<file path="config.mk">
export PLATFORM = sky130hd
export DESIGN_NAME = gdp_clear
export DESIGN_NICKNAME = d
export VERILOG_FILES = /design/src/hdl/gdp_pkg.sv /design/src/hdl/gdp_clear.sv
export SDC_FILE = /design/constraint.sdc
export NUM_CORES = 1
export LEC_CHECK = 0
export ABC_CLOCK_PERIOD_IN_PS = 1900
export BUFFER_PORTS_ARGS = -buffer_cell sky130_fd_sc_hd__buf_4
export CORE_MARGIN = 3
export CORE_UTILIZATION = 49
export DETAILED_ROUTE_END_ITERATION = 7
export MAX_ROUTING_LAYER = met4
export PLACE_DENSITY = 0.75
export REMOVE_ABC_BUFFERS = 1
export SLEW_MARGIN = 0
export SYNTH_ARGS = -nofsm -noshare
export SYNTH_HDL_FRONTEND = slang
export SYNTH_SLANG_ARGS = --single-unit
export TNS_END_PERCENT = 100
</file>
<file path="constraint.sdc">
create_clock -name clk -period 1.9 [get_ports clk]
set_input_delay 0.475 -clock clk [delete_from_list [all_inputs] [get_ports clk]]
set_output_delay 0.475 -clock clk [all_outputs]
set_load 0.02 [all_outputs]
</file>
<file path="src/hdl/gdp_pkg.sv">
// ----------------------------------------------------------------------------
// gdp_pkg
// Shared types, constants and helpers for the gshare direction predictor.
// ----------------------------------------------------------------------------
`default_nettype none

package gdp_pkg;

    localparam int MAX_INDEX_BITS = 12;
    localparam int TABLE_DEPTH    = 1 << MAX_INDEX_BITS;
    localparam int LEN_W          = 4;
    localparam int PC_W           = 32;
    localparam int CTR_W          = 2;

    typedef logic [MAX_INDEX_BITS-1:0] idx_t;
    typedef logic [MAX_INDEX_BITS-1:0] hist_t;
    typedef logic [LEN_W-1:0]          len_t;
    typedef logic [CTR_W-1:0]          ctr_t;

    localparam ctr_t WEAK_TAKEN   = 2'd2;
    localparam ctr_t CTR_MAX      = 2'd3;
    localparam ctr_t CTR_MIN      = 2'd0;
    localparam len_t RESET_LENGTH = LEN_W'(MAX_INDEX_BITS);
    localparam len_t MIN_LENGTH   = LEN_W'(1);
    localparam idx_t LAST_INDEX   = MAX_INDEX_BITS'(TABLE_DEPTH - 1);

    localparam logic MODE_PREDICT = 1'b0;
    localparam logic MODE_RESOLVE = 1'b1;

    // Counter table write port
    typedef struct packed {
        logic en;
        idx_t addr;
        ctr_t data;
    } tbl_wr_t;

    // Clear sequencer status toward the core
    typedef struct packed {
        logic    busy;
        tbl_wr_t wr;
    } clr_t;

    function automatic len_t clamp_length(input len_t v);
        len_t r;
        if (v < MIN_LENGTH) begin
            r = MIN_LENGTH;
        end else if (v > RESET_LENGTH) begin
            r = RESET_LENGTH;
        end else begin
            r = v;
        end
        return r;
    endfunction

    function automatic hist_t len_mask(input len_t len);
        hist_t m;
        for (int i = 0; i < MAX_INDEX_BITS; i++) begin
            m[i] = (LEN_W'(i) < len);
        end
        return m;
    endfunction

endpackage

`default_nettype wire

</file>
<file path="src/hdl/gdp_clear.sv">
// ----------------------------------------------------------------------------
// gdp_clear
// Sweeps every counter entry to weakly taken after reset and on restart.
// ----------------------------------------------------------------------------
`default_nettype none

module gdp_clear (
    input  wire logic   clk,
    input  wire logic   rst_n,
    input  wire logic   start,
    output gdp_pkg::clr_t clr
);

    logic          busy_reg;
    logic          busy_next;
    gdp_pkg::idx_t addr_reg;
    gdp_pkg::idx_t addr_next;

    always_comb
    begin
        busy_next = busy_reg;
        addr_next = addr_reg;
        if (start)
        begin
            busy_next = 1'b1;
            addr_next = '0;
        end
        else if (busy_reg)
        begin
            addr_next = addr_reg + 1'b1;
            if (addr_reg == gdp_pkg::LAST_INDEX)
            begin
                busy_next = 1'b0;
            end
        end
    end

    always_ff @(posedge clk or negedge rst_n)
    begin
        if (!rst_n)
        begin
            busy_reg <= 1'b1;
            addr_reg <= '0;
        end
        else
        begin
            busy_reg <= busy_next;
            addr_reg <= addr_next;
        end
    end

    assign clr.busy    = busy_reg;
    assign clr.wr.en   = busy_reg;
    assign clr.wr.addr = addr_reg;
    assign clr.wr.data = gdp_pkg::WEAK_TAKEN;

endmodule

`default_nettype wire

</file>
==> impl_metrics.json <==
{
  "clock_path_buffers": 2,
  "worst-path-max-fanout": 6,
  "initialDrtViolationCount": 12,
  "die_h_um": 44.19,
  "cp.required_ps": 2070,
  "power_frac_comb_pct": 9.2,
  "path_clk_slew_ps": 80,
  "vias_per_cell": 5.657,
  "core_area_mm2": 0.001334,
  "status": "completed",
  "synth_edf_count": 0,
  "largest_reg_flops": 12,
  "crit_arrival_ps": 1780,
  "die_width_um": 44.19,
  "grt_pass1_vias": 585,
  "clock-root-buffer": "clkbuf_4",
  "fp-row-count": 13,
  "p_per_area_mw_per_mm2": 615.6,
  "p_sw_w": 0.0001319,
  "grt_max_degree": 18,
  "ys.flop_type": "dfrtp_1",
  "intPower_w": 0.0003803,
  "drc": 0,
  "clk_latency_ps": 280,
  "skew_ps": 3.550,
  "nets": 92,
  "ys_top_cells_by_count": "12 x dfrtp_1, 9 x nor2_1, 5 x nand3_1",
  "path_cells": "ha_1 > nand2_1 > nor4_1 > mux2_2",
  "holdCritPathClass": "input pin to async pin",
  "grt_pass1_wl_mm": 2.504,
  "synth.cell_area_um2": 714.4,
  "grt_antenna_before_repair": 0,
  "max_freq_mhz": 620.8,
  "initial_core_util_pct": 53.56,
  "synth_top_area_share_pct": 42.03,
  "cts_sinks": 13,
  "grt_usage_pct": 17.63,
  "drt-total-wl_mm": 1.392,
  "grt_overflow_total": 0,
  "ys_top_cells_by_area": "dfrtp_1 42%, nor2_1 4.7%, mux2_2 4.7%",
  "diodes": 0,
  "cts_max_level": 1,
  "worstRegToRegCells": 4,
  "layout-drive-gt1-share_pct": 28.74,
  "cts_tree": "built",
  "ys_types": 25,
  "vdd_ir_drop_max_mv": 0.3467,
  "r2r-start": "addr_reg[0]$_DFFE_PN0P_",
  "end_kind": "flop",
  "leakagePower_nw": 0.3837,
  "setup_violations": 0,
  "postSynthAreaPerCell_um2": 9.526,
  "cts_buffers": 3,
  "p_clk_share_pct": 34.0,
  "r2r_setup_slack_ps": 290,
  "drv_cap": 0,
  "fin_tns_setup_ps": 0,
  "drv_slew": 0,
  "min_period_over_period_pct": 84.78,
  "drtPass1Iterations": 4,
  "hold-worst-slack_ps": 19.54,
  "areaGrowthSynthToFinish_pct": 16.46,
  "dieArea_mm2": 0.001952,
  "seqPwrFrac_pct": 56.8,
  "vias": 577,
  "post_cts_buffers": 0,
  "yosys_warnings": 0,
  "critPathSlowestCell": "dfrtp_1",
  "path_class": "flop to flop",
  "synth_seq_area_share_pct": 45.71,
  "synth_top_area_cell": "dfrtp_1",
  "synth-seq-cells": 13,
  "post_drt_wl_per_cell_um": 13.65,
  "hold_violations": 0,
  "ant_nets": 0,
  "rsz0062_at_grt": "no",
  "port_buffers": 16,
  "r2r-end": "addr_reg[10]$_DFFE_PN0P_",
  "yosysMostFrequentCell": "dfrtp_1",
  "dp.final_hpwl_mm": 1.045,
  "power.share.switching_pct": 25.75,
  "cts-hold-fix-buffers": 0,
  "syn_inst": 75,
  "gp_congestion": 0.8029,
  "ctsResizeCount": 0,
  "io_pins": 19,
  "crit_path_start_kind": "flop",
  "finalCriticalPeriod_ps": 1611,
  "synthArstFlopShare_pct": 100.0,
  "slowest_delay_ps": 430
}
## worst max path at each step
stage / start / endpoint / slack [ps] / cells after the start
after floorplan: addr_reg[0]$_DFFE_PN0P_ / addr_reg[10]$_DFFE_PN0P_ / 300 / 4
after global placement: addr_reg[0]$_DFFE_PN0P_ / addr_reg[10]$_DFFE_PN0P_ / 300 / 4
after detailed placement: addr_reg[0]$_DFFE_PN0P_ / addr_reg[10]$_DFFE_PN0P_ / 310 / 4
final: addr_reg[0]$_DFFE_PN0P_ / addr_reg[10]$_DFFE_PN0P_ / 290 / 4
after global routing: addr_reg[0]$_DFFE_PN0P_ / addr_reg[10]$_DFFE_PN0P_ / 180 / 4
after CTS: addr_reg[0]$_DFFE_PN0P_ / addr_reg[10]$_DFFE_PN0P_ / 300 / 4
## power by group through the flow
stage	clock (W)	combinational [W]	sequential [W]
floorplan	0	0.0000163	0.000301
global placement	0	0.0000462	0.000296
detailed placement	0	0.0000484	0.000296
CTS	0.000172	0.0000484	0.000291
global route	0.000186	0.0000523	0.000293
finish	0.000174	0.0000473	0.000291
## critical path: cells and delay by family (launching register included)
kind / cells / cell delay (ps)
adders and majority gates: 1 / 280
muxes: 1 / 370
DFF: 1 / 430
and+or+nand+nor: 2 / 410
## final cells by class
type / count / area [um2]
repair buffers: 16 / 120.1
flip-flops and latches: 13 / 326.6
well taps: 15 / 18.77
clock buffers: 4 / 26.28
multi-input cells: 54 / 340.3
fillers: 134 / 501.7
## kinds of logic after synthesis
family                     Yosys count  synth area share, %
and+or+nand+nor                     34                26.79
DFF                                 13                45.71
AOI/OAI and AO/OA                    9                7.004
buffers and inverters                8                6.656
xor gates and xnor gates             4                4.905
muxes                                4                6.129
other                                2                1.051
adders and majority gates            1                1.751
## cell usage in the layout (no fill, tap or decap), types with 2 or more instances in the layout
master / synthesis / routed
a21oi_1: 4 / 4
buf_4: 4 / 16
clkbuf_4: 0 / 3
conb_1: 2 / 2
dfrtp_1: 12 / 12
mux2_2: 3 / 3
nand2_1: 4 / 4
nand3_1: 5 / 5
nand4_1: 4 / 4
nor2_1: 9 / 9
nor2b_1: 3 / 3
nor4_1: 3 / 3
o21ai_0: 3 / 3
o31ai_1: 2 / 2
or3_1: 2 / 2
xor2_1: 3 / 3
## through the flow
step	setup WS (ps)	util [%]	cells	power (W)	cell area (um2)
after floorplan	296.8	-	67	0.0003173	666.9
after global placement	297.3	60.41	98	0.0003419	805.8
after detailed placement	312.9	60.41	98	0.0003448	805.8
after CTS	301.0	62.38	102	0.0005114	832.0
after global routing	177.6	62.38	102	0.0005314	832.0
final	289.2	62.38	102	0.0005122	832.0
## layer usage
metal | part of all wire (%) | track usage [%]
met1 | 44 | 21.28
met2 | 48 | 28.49
met3 | 5.5 | 2.846
met4 | 2.2 | 8.434
met5 | 0 | -
Note: power is estimated with default switching activity, not from simulation.
